`config.mk`:
```
export PLATFORM = sky130hd
export DESIGN_NAME = memory_pattern_test_sequencer
export DESIGN_NICKNAME = d
export VERILOG_FILES = /design/src/mpts_pkg.sv /design/src/mpts_cfg.sv /design/src/mpts_core.sv /design/src/memory_pattern_test_sequencer.sv
export SDC_FILE = /design/constraint.sdc
export NUM_CORES = 1
export LEC_CHECK = 0
export BUFFER_PORTS_ARGS = -buffer_cell sky130_fd_sc_hd__buf_2
export CAP_MARGIN = 5
export CORE_MARGIN = 2
export CORE_UTILIZATION = 49
export CTS_BUF_LIST = sky130_fd_sc_hd__clkbuf_16
export DETAILED_ROUTE_END_ITERATION = 7
export PLACE_DENSITY = 0.83
export SETUP_SLACK_MARGIN = 0.2
export SYNTH_ARGS = -nofsm -noshare
export SYNTH_HDL_FRONTEND = slang
export SYNTH_SLANG_ARGS = --single-unit
```
`constraint.sdc`:
```
create_clock -name clk -period 9.93 [get_ports clk]
set_clock_uncertainty 0.1 [all_clocks]
set_input_delay 1.4895 -clock clk [delete_from_list [all_inputs] [get_ports clk]]
set_output_delay 1.4895 -clock clk [all_outputs]
set_load 0.1 [all_outputs]
```
`src/mpts_pkg.sv`:
```
// ----------------------------------------------------------------------------
// mpts_pkg
// Shared types, constants and helper functions for the memory pattern test
// sequencer.
// ----------------------------------------------------------------------------
package mpts_pkg;

  localparam int unsigned MAX_TEST_WORDS = 8388608;
  localparam int unsigned PATTERN_LENGTH = 5;

  localparam int unsigned ADDR_W    = 32;
  localparam int unsigned DATA_W    = 32;
  localparam int unsigned WORDS_W   = 24;
  localparam int unsigned COUNT_W   = 23;
  localparam int unsigned STAGE_W   = 3;
  localparam int unsigned PIDX_W    = 3;
  localparam int unsigned OUT_W     = 104;

  localparam logic [WORDS_W-1:0] RESET_TEST_WORDS = WORDS_W'(4096);
  localparam logic [WORDS_W-1:0] MAX_WORDS        = WORDS_W'(MAX_TEST_WORDS);
  localparam logic [STAGE_W-1:0] STAGE_LAST       = 3'd7;
  localparam logic [PIDX_W-1:0]  PIDX_LAST        = PIDX_W'(PATTERN_LENGTH - 1);

  // configuration register indexes
  typedef enum logic {
    REG_BASE_ADDRESS = 1'b0,
    REG_TEST_WORDS   = 1'b1
  } reg_index_t;

  typedef enum logic {
    OP_START = 1'b0,
    OP_STEP  = 1'b1
  } op_t;

  typedef struct packed {
    logic [ADDR_W-1:0]  base_address;
    logic [WORDS_W-1:0] eff_words;
    logic [PIDX_W-1:0]  start_index;
  } cfg_t;

  typedef struct packed {
    logic               access_valid;
    logic               access_is_write;
    logic [ADDR_W-1:0]  access_address;
    logic [DATA_W-1:0]  write_word;
    logic [STAGE_W-1:0] current_stage;
    logic               finished;
    logic               mismatch;
    logic [ADDR_W-1:0]  failing_address;
  } result_t;

  // region size clamped into 1 .. MAX_TEST_WORDS
  function automatic logic [WORDS_W-1:0] eff_words_of(logic [WORDS_W-1:0] w);
    logic [WORDS_W-1:0] r;
    r = w;
    if (w == '0) begin
      r = WORDS_W'(1);
    end else if (w > MAX_WORDS) begin
      r = MAX_WORDS;
    end
    return r;
  endfunction

  // (4 * w) mod 5; hex digits sum to the value mod 5 since 16 = 1 mod 5
  function automatic logic [PIDX_W-1:0] start_index_of(logic [WORDS_W-1:0] w);
    logic [6:0] s;
    logic [4:0] t;
    logic [2:0] r;
    s = 7'(w[3:0]) + 7'(w[7:4]) + 7'(w[11:8]) + 7'(w[15:12])
      + 7'(w[19:16]) + 7'(w[23:20]);
    t = 5'(s[6:4]) + 5'(s[3:0]);
    if (t >= 5'd20) t = t - 5'd20;
    if (t >= 5'd10) t = t - 5'd10;
    if (t >= 5'd5)  t = t - 5'd5;
    r = t[2:0];
    return (r == 3'd0) ? 3'd0 : 3'(3'd5 - r);
  endfunction

  function automatic logic [DATA_W-1:0] pattern_word(logic [1:0] kind,
                                                     logic [PIDX_W-1:0] idx);
    logic [DATA_W-1:0] w;
    w = '0;
    case (kind)
      2'd0: w = 32'h0000_0000;
      2'd1: w = 32'hffff_ffff;
      2'd2: begin
        case (idx)
          3'd0:    w = 32'h2468_ace0;
          3'd1:    w = 32'h1357_9bde;
          3'd2:    w = 32'h1234_5678;
          3'd3:    w = 32'h9abc_def0;
          3'd4:    w = 32'h1122_3344;
          default: w = '0;
        endcase
      end
      default: begin
        case (idx)
          3'd0:    w = 32'hff55_ccaa;
          3'd1:    w = 32'h00ff_55cc;
          3'd2:    w = 32'haa00_ff55;
          3'd3:    w = 32'hccaa_00ff;
          3'd4:    w = 32'h55cc_aa00;
          default: w = '0;
        endcase
      end
    endcase
    return w;
  endfunction

endpackage

```
`src/mpts_cfg.sv`:
```
// ----------------------------------------------------------------------------
// mpts_cfg
// Configuration registers; keeps the clamped region size and the pass start
// column ready so the sequencer never works them out per word.
// ----------------------------------------------------------------------------
module mpts_cfg (
  input  logic                            clk,
  input  logic                            rst,
  input  logic                            cfg_valid,
  output logic                            cfg_ready,
  input  logic                            cfg_index,
  input  logic [mpts_pkg::DATA_W-1:0]     cfg_data,
  output mpts_pkg::cfg_t                  cfg
);

  logic [mpts_pkg::ADDR_W-1:0]  base_address;
  logic [mpts_pkg::WORDS_W-1:0] eff_words;
  logic [mpts_pkg::PIDX_W-1:0]  start_index;
  logic [mpts_pkg::WORDS_W-1:0] words_in;

  assign cfg_ready = 1'b1;
  assign words_in  = mpts_pkg::eff_words_of(cfg_data[mpts_pkg::WORDS_W-1:0]);

  always_ff @(posedge clk) begin
    if (rst) begin
      base_address <= '0;
      eff_words    <= mpts_pkg::eff_words_of(mpts_pkg::RESET_TEST_WORDS);
      start_index  <= mpts_pkg::start_index_of(
                        mpts_pkg::eff_words_of(mpts_pkg::RESET_TEST_WORDS));
    end else if (cfg_valid) begin
      unique case (mpts_pkg::reg_index_t'(cfg_index))
        mpts_pkg::REG_BASE_ADDRESS: base_address <= cfg_data;
        mpts_pkg::REG_TEST_WORDS: begin
          eff_words   <= words_in;
          start_index <= mpts_pkg::start_index_of(words_in);
        end
        default: ;
      endcase
    end
  end

  assign cfg.base_address = base_address;
  assign cfg.eff_words    = eff_words;
  assign cfg.start_index  = start_index;

endmodule

```
`src/mpts_core.sv`:
```
// ----------------------------------------------------------------------------
// mpts_core
// Sequencer state and the per-word next-state logic: verify compare, word and
// stage advance, address and pattern generation.
// ----------------------------------------------------------------------------
module mpts_core (
  input  logic                        clk,
  input  logic                        rst,
  input  logic                        advance,
  input  logic                        op,
  input  logic [mpts_pkg::DATA_W-1:0] read_word,
  input  mpts_pkg::cfg_t              cfg,
  output mpts_pkg::result_t           result
);

  logic                          running, running_next;
  logic [mpts_pkg::STAGE_W-1:0]  stage, stage_next;
  logic [mpts_pkg::COUNT_W-1:0]  word_counter, word_counter_next;
  logic [mpts_pkg::PIDX_W-1:0]   pattern_index, pattern_index_next;
  logic                          check_pending, check_pending_next;
  logic [mpts_pkg::ADDR_W-1:0]   pending_address, pending_address_next;
  logic [mpts_pkg::DATA_W-1:0]   pending_expected, pending_expected_next;
  logic                          failed_flag, failed_flag_next;
  logic [mpts_pkg::ADDR_W-1:0]   first_fail_address, first_fail_address_next;
  logic                          done_flag, done_flag_next;

  logic                          do_issue;
  logic [mpts_pkg::ADDR_W-1:0]   issue_addr;
  logic [mpts_pkg::DATA_W-1:0]   issue_word;
  logic                          issue_wr;
  logic                          last_word;

  always_comb begin
    running_next            = running;
    stage_next              = stage;
    word_counter_next       = word_counter;
    pattern_index_next      = pattern_index;
    check_pending_next      = check_pending;
    pending_address_next    = pending_address;
    pending_expected_next   = pending_expected;
    failed_flag_next        = failed_flag;
    first_fail_address_next = first_fail_address;
    done_flag_next          = done_flag;
    do_issue                = 1'b0;
    last_word = ({1'b0, word_counter} + mpts_pkg::WORDS_W'(1)) >= cfg.eff_words;

    if (mpts_pkg::op_t'(op) == mpts_pkg::OP_START) begin
      failed_flag_next        = 1'b0;
      done_flag_next          = 1'b0;
      first_fail_address_next = '0;
      check_pending_next      = 1'b0;
      pending_address_next    = '0;
      pending_expected_next   = '0;
      stage_next              = '0;
      word_counter_next       = '0;
      pattern_index_next      = cfg.start_index;
      running_next            = 1'b1;
      do_issue                = 1'b1;
    end else if (running) begin
      check_pending_next = 1'b0;
      if (check_pending && (read_word != pending_expected)) begin
        failed_flag_next        = 1'b1;
        first_fail_address_next = pending_address;
        done_flag_next          = 1'b1;
        running_next            = 1'b0;
      end else if (last_word) begin
        if (stage == mpts_pkg::STAGE_LAST) begin
          running_next   = 1'b0;
          done_flag_next = 1'b1;
        end else begin
          stage_next         = stage + 3'd1;
          word_counter_next  = '0;
          pattern_index_next = cfg.start_index;
          do_issue           = 1'b1;
        end
      end else begin
        word_counter_next  = word_counter + mpts_pkg::COUNT_W'(1);
        pattern_index_next = (pattern_index == mpts_pkg::PIDX_LAST) ? '0
                                                                   : pattern_index + 3'd1;
        do_issue           = 1'b1;
      end
    end

    issue_addr = {cfg.base_address[mpts_pkg::ADDR_W-1:2], 2'b00}
               + {7'b0, word_counter_next, 2'b00};
    issue_word = mpts_pkg::pattern_word(stage_next[2:1], pattern_index_next);
    issue_wr   = !stage_next[0];
    if (do_issue && !issue_wr) begin
      check_pending_next    = 1'b1;
      pending_address_next  = issue_addr;
      pending_expected_next = issue_word;
    end

    result.current_stage = stage_next;
    if (do_issue) begin
      result.access_valid    = 1'b1;
      result.access_is_write = issue_wr;
      result.access_address  = issue_addr;
      result.write_word      = issue_wr ? issue_word : '0;
      result.finished        = 1'b0;
      result.mismatch        = 1'b0;
      result.failing_address = '0;
    end else begin
      result.access_valid    = 1'b0;
      result.access_is_write = 1'b0;
      result.access_address  = '0;
      result.write_word      = '0;
      result.finished        = done_flag_next;
      result.mismatch        = failed_flag_next;
      result.failing_address = first_fail_address_next;
    end
  end

  always_ff @(posedge clk) begin
    if (rst) begin
      running            <= 1'b0;
      stage              <= '0;
      word_counter       <= '0;
      pattern_index      <= '0;
      check_pending      <= 1'b0;
      pending_address    <= '0;
      pending_expected   <= '0;
      failed_flag        <= 1'b0;
      first_fail_address <= '0;
      done_flag          <= 1'b0;
    end else if (advance) begin
      running            <= running_next;
      stage              <= stage_next;
      word_counter       <= word_counter_next;
      pattern_index      <= pattern_index_next;
      check_pending      <= check_pending_next;
      pending_address    <= pending_address_next;
      pending_expected   <= pending_expected_next;
      failed_flag        <= failed_flag_next;
      first_fail_address <= first_fail_address_next;
      done_flag          <= done_flag_next;
    end
  end

  // a verify read is only ever outstanding inside a live run
  a_pending_needs_run: assert property (@(posedge clk) disable iff (rst)
    check_pending |-> running)
    else $error("verify read pending with no run active");

  a_done_stops_run: assert property (@(posedge clk) disable iff (rst)
    done_flag |-> !running)
    else $error("run still active after it finished");

  a_fail_implies_done: assert property (@(posedge clk) disable iff (rst)
    failed_flag |-> done_flag)
    else $error("mismatch flagged without the run finishing");

  a_start_restarts: assert property (@(posedge clk) disable iff (rst)
    (advance && (mpts_pkg::op_t'(op) == mpts_pkg::OP_START))
      |=> (running && (stage == '0) && (word_counter == '0)))
    else $error("start did not restart the sequence");

  a_pattern_in_range: assert property (@(posedge clk) disable iff (rst)
    pattern_index <= mpts_pkg::PIDX_LAST)
    else $error("pattern column out of range");

endmodule

```
`src/memory_pattern_test_sequencer.sv`:
```
// an input word passes through the input register, then its result through the result register
// throughput: one word per cycle while m_tready holds, a result may wait while the next is taken
// the input register and the result register each hold one word
// reset clears the run state and flags; base_address resets to 0 and
// test_words to 4096
// ----------------------------------------------------------------------------
// memory_pattern_test_sequencer
// Memory self-test sequencer: write then verify four patterns over a
// region, at most one access per result.
// ----------------------------------------------------------------------------
module memory_pattern_test_sequencer (
  input  logic                          clk,
  input  logic                          rst,
  input  logic                          s_tvalid,
  output logic                          s_tready,
  input  logic [31:0]                   s_tdata,  // read_word
  input  logic [0:0]                    s_tuser,  // op
  output logic                          m_tvalid,
  input  logic                          m_tready,
  // access_valid, access_is_write, access_address[31:0], write_word[31:0],
  // current_stage[2:0], finished, mismatch, failing_address[31:0], pad
  output logic [mpts_pkg::OUT_W-1:0]    m_tdata,
  input  logic                          cfg_valid,
  output logic                          cfg_ready,
  input  logic                          cfg_index,
  input  logic [31:0]                   cfg_data
);

  logic                        in_valid;
  logic                        in_op;
  logic [mpts_pkg::DATA_W-1:0] in_read_word;
  logic                        advance;
  logic                        out_valid;
  logic [mpts_pkg::OUT_W-1:0]  out_data;
  mpts_pkg::cfg_t              cfg;
  mpts_pkg::result_t           result;

  assign advance  = in_valid && (!out_valid || m_tready);
  assign s_tready = !in_valid || advance;

  always_ff @(posedge clk) begin
    if (rst) begin
      in_valid <= 1'b0;
    end else if (s_tready) begin
      in_valid <= s_tvalid;
    end
  end

  always_ff @(posedge clk) begin
    if (s_tready && s_tvalid) begin
      in_op        <= s_tuser[0];
      in_read_word <= s_tdata;
    end
  end

  mpts_cfg u_cfg (
    .clk       (clk),
    .rst       (rst),
    .cfg_valid (cfg_valid),
    .cfg_ready (cfg_ready),
    .cfg_index (cfg_index),
    .cfg_data  (cfg_data),
    .cfg       (cfg)
  );

  mpts_core u_core (
    .clk       (clk),
    .rst       (rst),
    .advance   (advance),
    .op        (in_op),
    .read_word (in_read_word),
    .cfg       (cfg),
    .result    (result)
  );

  always_ff @(posedge clk) begin
    if (rst) begin
      out_valid <= 1'b0;
    end else if (advance) begin
      out_valid <= 1'b1;
    end else if (m_tready) begin
      out_valid <= 1'b0;
    end
  end

  always_ff @(posedge clk) begin
    if (advance) begin
      out_data <= {1'b0,
                   result.failing_address,
                   result.mismatch,
                   result.finished,
                   result.current_stage,
                   result.write_word,
                   result.access_address,
                   result.access_is_write,
                   result.access_valid};
    end
  end

  assign m_tvalid = out_valid;
  assign m_tdata  = out_data;

endmodule
```
==> results of run 1 <==
[placed cells by master (no fill, tap or decap), drive strengths merged, types with 30 or more instances in the layout]
master / netlist / final
xnor2: 42 / 42
clkbuf: 84 / 37
edfxtp: 132 / 132
nand2: 291 / 291
nor2b: 35 / 35
ha: 71 / 71
nand3: 30 / 30
buf: 22 / 189
nor2: 177 / 177
a21oi: 172 / 172
xor2: 43 / 43
inv: 59 / 74
o21ai: 81 / 81
a22oi: 58 / 58
dfxtp: 184 / 184
[timing repair]
item                                    4_1_cts  5_1_grt
hold endpoints to repair                      0        0
resized for setup                             1        5
endpoints found under the setup margin        1        3
[critical path: cells and delay by family]
family	cells	cell delay, ns
AOI/OAI and AO/OA	8	1.58
buffers and inverters	6	0.52
xor gates and xnor gates	2	0.42
adders and majority gates	11	3.48
muxes	1	0.25
and+or+nand+nor	9	1.94
[flip-flops by register name, summed over array words and instances (netlist names), 3 cells and up]
signal,flops
u_core.pending_address,30
u_core.word_counter,23
u_cfg.start_index,3
m_tdata,99
in_read_word,32
u_cfg.base_address,30
u_core.pending_expected,30
u_core.stage,3
u_core.first_fail_address,32
u_cfg.eff_words,24
u_core.pattern_index,3
[Yosys cell counts (18+ instances only)]
cell type,count,share of area
a21o_1,24,0.011
a21oi_1,171,0.054
a22oi_1,58,0.027
and2_1,25,0.0098
and3_1,18,0.0070
clkbuf_1,84,0.020
dfxtp_1,184,0.23
edfxtp_1,132,0.25
ha_1,71,0.056
inv_1,57,0.013
nand2_1,289,0.068
nand3_1,30,0.0094
nor2_1,173,0.041
nor2b_1,33,0.013
nor3_1,22,0.0069
o21ai_0,63,0.020
xnor2_1,42,0.023
xor2_1,43,0.024
[per-stage QoR]
step	utilization	cell area, um^2
floorplan	-	16000
global placement	0.5290	17120
detailed placement	0.5290	17120
CTS	0.5623	18200
global route	0.5629	18220
finish	0.5630	18230
[layout make-up]
type / instances / share of cell area
Antenna cell: 1 / 0.0001373
Clock buffer: 37 / 0.05080
Clock inverter: 25 / 0.008376
Inverter: 60 / 0.01249
Multi-Input combinational cell: 1263 / 0.4240
Sequential cell: 316 / 0.4196
Tap cell: 442 / 0.03034
Timing Repair Buffer: 189 / 0.05424
[how the worst min path moves through the flow]
stage,start,to,cells past startpoint
final,u_core.first_fail_address[1],u_core.first_fail_address[1],2
after global routing,u_core.first_fail_address[1],u_core.first_fail_address[1],2
after CTS,u_core.first_fail_address[1],u_core.first_fail_address[1],2
after detailed placement,u_core.first_fail_address[1],u_core.first_fail_address[1],2
after global placement,u_core.first_fail_address[0],u_core.first_fail_address[0],2
after floorplan,u_core.first_fail_address[0],u_core.first_fail_address[0],2
[power by group]
| part | leakage (nW) | internal (W) | switching, W | total (W) |
|---|---|---|---|---|
| combinational | 3.92 | 0.000296 | 0.000586 | 0.000882 |
| sequential | 2.80 | 0.00139 | 0.0000289 | 0.00142 |
| clock | 0.576 | 0.000703 | 0.000517 | 0.00122 |
| total | 7.30 | 0.00239 | 0.00113 | 0.00352 |
[kinds of logic (layout without fill, tap and decap cells)]
kind of cell             after synthesis  in the layout  share of synthesized area
AND/OR/NAND/NOR                      641            641                     0.1772
AO/OA/AOI/OAI                        433            433                     0.1724
flip-flops                           316            316                     0.4782
buffers and inverters                166            311                    0.04178
adder cells (fa/ha/maj)               87             87                    0.07496
XOR/XNOR                              85             85                    0.04655
multiplexers                          13             13                   0.008450
other                                  2              5                  0.0004696
[per-layer routing]
| layer | share of wire | vias up | wire (um) | global-route usage |
|---|---|---|---|---|
| li1 | - | 6306 | - | - |
| met1 | 0.43 | 6278 | 17940 | 0.3219 |
| met2 | 0.46 | 556 | 18950 | 0.3777 |
| met3 | 0.078 | 80 | 3209 | 0.04110 |
| met4 | 0.029 | 0 | 1182 | 0.07651 |
| met5 | 0 | - | 0 | 0 |
==> results.txt, run 1 <==
----------------------------------------------------
[Synthesis]
  Post-synthesis sequential area ratio ... 0.4782
  Synthesized area ... 0.01599 mm^2
  Top flip-flop cell by instance count after synthesis ... dfxtp_1
  Synthesized instance count ... 1743
  Distinct cell type count after synthesis ... 71
  Mean cell area of the mapped netlist ... 9.175 um^2
  Post-synthesis register bit count ... 316
  Post-synthesis async set-or-reset flop share ... 0
  Total number of yosys warnings ... 0
  Number of flops mapped to enable cells by yosys ... 132

[Placed design]
  Port Buffer Count ... 173
  HPWL reported at the end of detailed placement ... 29080 um
  Count of placed standard cells including taps ... 2270
  Routability congestion estimate ... 0.9215
  Post-Place Setup Slack ... -0.3415 ns

[Clock tree]
  H-Tree Level Count ... 2
  Clock Latency Late Sink ... 0.52 ns
  Clock tree buffer depth ... 3
  CTS tree ... yes
  Sink count of the clock tree ... 316
  Cts-stage hold buffer count ... 0
  Root Driver ... clkbuf_16
  Buffers inserted by post-CTS timing repair ... 0
  Number of CTS-inserted buffers ... 35
  Clock Pin Slew Worst Setup and Hold Paths ... 0.06 ns

[Die]
  I/O pins ... 178
  Die outline area ... 0.03410 mm^2
  Vertical die dimension ... 184.7 um
  Horizontal extent of the die ... 184.7 um
  Core Box Area ... 0.03237 mm^2
  Effective utilization at floorplan ... 0.4940
  Total number of placement rows ... 66

[Global routing]
  Wire length of the first global-routing pass ... 64070 um
  GR Util All Layers ... 0.2349
  Final global-route overflow total ... 0
  Number of antenna violations at the first check in global routing ... 0
  Largest net degree at the start of global routing ... 96
  Via count of the first global-routing pass ... 12.31k

[STA]
  Final hold violation count ... 0
  Final setup violation count ... 0
  Part of the cycle the worst path needs ... 0.9420
  Hold slack ... 0.3488 ns
  PnR worst setup slack ... 0.5763 ns
  Total negative slack ... 0 ns
  Fmax achieved ... 0.1069 GHz
  Final max-slew violation count ... 0
  Shortest clock period the worst path allows after layout ... 9.354 ns
  Setup repair after global routing missed its margin ... false
  Rel. slew slack ... 0.1569
  Worst Max-Slew Pin Slew ... 1.265 ns

[Routing]
  First-pass iteration count of the detailed router ... 5
  Number of vias in the routed layout ... 13.22k
  Post-route antenna net violation count ... 0
  Number of remaining DRC errors ... 0
  Vias per cell ... 5.667
  Post-Route WL ... 41290 um
  Routed wire length per instance ... 17.70 um
  1st-iter DRT viols ... 1168

[Worst setup path]
  Critical setup path kind ... primary input to flop
  Worst setup path start ... cfg_data[2]
  Endpoint arrival time on the critical path ... 9.65 ns
  Endpoint kind of the worst setup timing path ... flop
  Capturing instance or port of the critical path ... u_cfg.start_index[0]
  Critical Path Slowest Stage Cell ... fa_1
  Worst setup slack for register-to-register paths ... 1.62 ns
  Reg-to-reg endpoint ... m_tdata[33]
  Maximum net fanout on the critical path ... 6
  Depth of the most critical reg-to-reg path ... 25
  CP peak stage delay ... 0.52 ns
  Crit path required time ... 10.23 ns
  Kind of start point of the critical path ... primary input
  Launch point of the worst reg-to-reg path ... u_core.word_counter[3]

[Layout]
  Number of nets in the final layout ... 2022
  Post-route non-filler standard cell count ... 2333
  Share of final-layout standard cells stronger than drive strength 1 ... 0.1471
  Area added between synthesis and finish ... 13.97%
  Fillers ... 2799
  Area occupied by multi-input gates ... 0.007727 mm^2
  Flip-flop and latch area ... 0.007647 mm^2

[Power and ir drop]
  PD cells ... 193.2 mW/mm^2
  Maximum ir drop on the vdd rail ... 174.3 uV
  Leakage power ... 7.297 nW
  Tot Pwr ... 0.003522 W

[Worst hold path]
  Class of the worst hold path ... flop to flop

[Status]
  Status ... completed

[Flow run]
  Count of max-cap constraint violations ... 0

----------------------------------------------------
Note: power is estimated with default switching activity, not from simulation.
==> inputs of run 2 (changes only) <==
--- a/config.mk
+++ b/config.mk
@@ -7,11 +7,13 @@
 export LEC_CHECK = 0
 export BUFFER_PORTS_ARGS = -buffer_cell sky130_fd_sc_hd__buf_2
 export CAP_MARGIN = 5
+export CELL_PAD_IN_SITES_DETAIL_PLACEMENT = 0
+export CELL_PAD_IN_SITES_GLOBAL_PLACEMENT = 2
 export CORE_MARGIN = 2
-export CORE_UTILIZATION = 49
+export CORE_UTILIZATION = 37
 export CTS_BUF_LIST = sky130_fd_sc_hd__clkbuf_16
 export DETAILED_ROUTE_END_ITERATION = 7
-export PLACE_DENSITY = 0.83
+export PLACE_DENSITY = 0.93
 export SETUP_SLACK_MARGIN = 0.2
 export SYNTH_ARGS = -nofsm -noshare
 export SYNTH_HDL_FRONTEND = slang
==> constraint.sdc (replaced) <==
create_clock -name clk -period 9.3 [get_ports clk]
set_clock_uncertainty 0.1 [all_clocks]
set_input_delay 1.395 -clock clk [delete_from_list [all_inputs] [get_ports clk]]
set_output_delay 1.395 -clock clk [all_outputs]
set_load 0.1 [all_outputs]
==> run 2 against run 1 <==
- power increased by 13%
- cell count is 6.7% higher
- sequential cell count is the same
- sequential share of layout area shrank 0.89 points
- clock power increased by 20%
- highest routed layer unchanged
==> results.txt, run 2 (same netlist as run 1, synthesis figures left out) <==
----------------------------------------------------
[Placed design]
  Routability congestion estimate ... 0.8801 (was 0.9215)
  Post-Place Setup Slack ... -0.2737 ns (was -0.3415 ns)
  Port Buffer Count ... 173 (unchanged)
  HPWL reported at the end of detailed placement ... 30620 um (was 29080 um)

[Layout]
  Most frequent cells in the layout ... nand2_1 (289), dfxtp_1 (184), buf_2 (172) (unchanged)
  ANT cells ... 0 (was 1)
  Area added between synthesis and finish ... 16.45% (was 13.97%)
  Util after Layout ... 0.4342 (was 0.5630)
  Most frequent standard cell in the layout excluding fill and tap cells ... nand2_1 (unchanged)
  Fillers ... 4140 (was 2799)
  Max FFs per register ... 99 (unchanged)
  Number of nets in the final layout ... 2032 (was 2022)
  Share of final-layout standard cells stronger than drive strength 1 ... 0.1544 (was 0.1471)

[Die]
  Effective utilization at floorplan ... 0.3729 (was 0.4940)
  Die outline area ... 0.04490 mm^2 (was 0.03410 mm^2)
  Total number of placement rows ... 76 (was 66)
  I/O pins ... 178 (unchanged)
  Horizontal extent of the die ... 211.9 um (was 184.7 um)
  Vertical die dimension ... 211.9 um (was 184.7 um)
  Core Box Area ... 0.04289 mm^2 (was 0.03237 mm^2)

[Worst setup path]
  Kind of start point of the critical path ... primary input (unchanged)
  Critical setup path kind ... primary input to flop (unchanged)
  Count of buffering cells on the critical path with inverters included ... 6 (unchanged)
  Endpoint arrival time on the critical path ... 9.01 ns (was 9.65 ns)
  Top Family by Delay on Critical Path ... adder cells (unchanged)
  Maximum net fanout on the critical path ... 6 (unchanged)
  Critical Path Slowest Stage Cell ... fa_1 (unchanged)
  Endpoint kind of the worst setup timing path ... flop (unchanged)
  Worst setup slack for register-to-register paths ... 1.15 ns (was 1.62 ns)
  CP peak stage delay ... 0.52 ns (about the same)
  Crit path required time ... 9.63 ns (was 10.23 ns)

[Clock tree]
  Sink count of the clock tree ... 316 (unchanged)
  H-Tree Level Count ... 2 (unchanged)
  Clock Pin Slew Worst Setup and Hold Paths ... 0.06 ns (about the same)
  # resized after CTS ... 0 (was 1)
  Clock Latency Late Sink ... 0.54 ns (was 0.52 ns)
  Number of CTS-inserted buffers ... 37 (was 35)
  CTS tree ... yes (unchanged)
  Buffers inserted by post-CTS timing repair ... 0 (unchanged)
  Cts-stage hold buffer count ... 0 (unchanged)
  Root Driver ... clkbuf_16 (unchanged)
  Clock tree buffer depth ... 3 (unchanged)

[Global routing]
  Wire length of the first global-routing pass ... 68010 um (was 64070 um)
  Number of antenna violations at the first check in global routing ... 0 (unchanged)
  Met1 Use GR ... 0.2789 (was 0.3219)
  Final global-route overflow total ... 0 (unchanged)
  Met2 routing resource usage after global routing ... 0.2948 (was 0.3777)
  GR Util All Layers ... 0.1927 (was 0.2349)
  Largest net degree at the start of global routing ... 85 (was 96)
  Via count of the first global-routing pass ... 12.24k (was 12.31k)
  GRT Max-Usage Layer ... met2 (unchanged)
  Met3 usage ... 0.03219 (was 0.04110)

[Routing]
  Vias per cell ... 5.227 (was 5.667)
  1st-iter DRT viols ... 1100 (was 1168)
  Post-route antenna net violation count ... 0 (unchanged)
  Number of vias in the routed layout ... 13.01k (was 13.22k)
  Number of remaining DRC errors ... 0 (unchanged)
  First-pass iteration count of the detailed router ... 5 (unchanged)
  Routed wire length per instance ... 17.51 um (was 17.70 um)
  Post-Route WL ... 43570 um (was 41290 um)

[STA]
  PnR worst setup slack ... 0.6187 ns (was 0.5763 ns)
  Final hold violation count ... 0 (unchanged)
  Part of the cycle the worst path needs ... 0.9335
  Shortest clock period the worst path allows after layout ... 8.681 ns
  Fmax achieved ... 0.1152 GHz
  Worst Max-Slew Pin Slew ... 1.250 ns (was 1.265 ns)
  Final max-slew violation count ... 0 (unchanged)
  Final setup violation count ... 0 (unchanged)
  Setup repair after global routing missed its margin ... false (unchanged)
  Rel. slew slack ... 0.1649 (was 0.1569)

[Worst hold path]
  Class of the worst hold path ... flop to flop (unchanged)

[Power and ir drop]
  Tot Pwr ... 0.003982 W (was 0.003522 W)
  Maximum ir drop on the vdd rail ... 187.7 uV (was 174.3 uV)
  PD cells ... 213.8 mW/mm^2 (was 193.2 mW/mm^2)
  Leakage power ... 7.404 nW (was 7.297 nW)

[Flow run]
  Count of max-cap constraint violations ... 0 (unchanged)

[Status]
  Status ... completed (unchanged)

----------------------------------------------------
[run 2: cell count changes in the layout (fill, tap and decap cells not counted), moves of 2 or more]
cell / delta
clkinv_1: +3
buf_4: +8
clkbuf_16: +2
bufinv_16: +3
[run 2: path summary, 6_finish.rpt]
| path | from | endpoint | depth (start not counted) |
|---|---|---|---|
| worst max-delay path | cfg_data[2] | u_cfg.start_index[0] | 37 |
| worst min-delay path | u_cfg.eff_words[10] | u_cfg.eff_words[10] | 2 |
| worst max register to register | u_core.word_counter[0] | m_tdata[33] | 29 |
| worst min register to register | u_cfg.eff_words[10] | u_cfg.eff_words[10] | 2 |
[run 2: routing by layer]
metal,part of all wire,up-vias
met3,0.056,63
met4,0.024,0
met2,0.44,371
met5,0,-
li1,-,6342
met1,0.48,6233
[run 2: power breakdown]
part | leakage [nW] | internal (W) | switching (W)
logic | 3.97 | 0.000359 | 0.000646
clock network | 0.638 | 0.000872 | 0.000587
registers | 2.80 | 0.00149 | 0.0000317
total | 7.40 | 0.00272 | 0.00127
[run 2: area by class of cell]
cell class / count / area, um^2 / area share
tap: 585 / 732.0 / 0.03931
multi-input combinational: 1263 / 7747 / 0.4160
sequential: 316 / 7647 / 0.4107
clock buffer: 39 / 975.9 / 0.05241
clock inverter: 29 / 242.7 / 0.01304
inverter: 60 / 227.7 / 0.01223
timing repair buffer: 197 / 1049 / 0.05631
[run 2: per-stage QoR]
step | area, um^2 | hold WS [ns] | TNS, ns | instances
2_1_floorplan | 16000 | 0.3233 | 0 | 1745
3_3_place_gp | 17370 | 0.3394 | -0.1164 | 2421
3_5_place_dp | 17370 | 0.3482 | -0.7190 | 2421
4_1_cts | 18580 | 0.3556 | 0 | 2489
5_1_grt | 18620 | 0.3728 | 0 | 2489
6_report | 18620 | 0.3544 | 0 | 2489
[run 2: worst min-delay path, stage by stage (launching register included)]
cell	delay, ns
dfxtp_1	0.31
nand2_1	0.05
a21oi_1	0.05
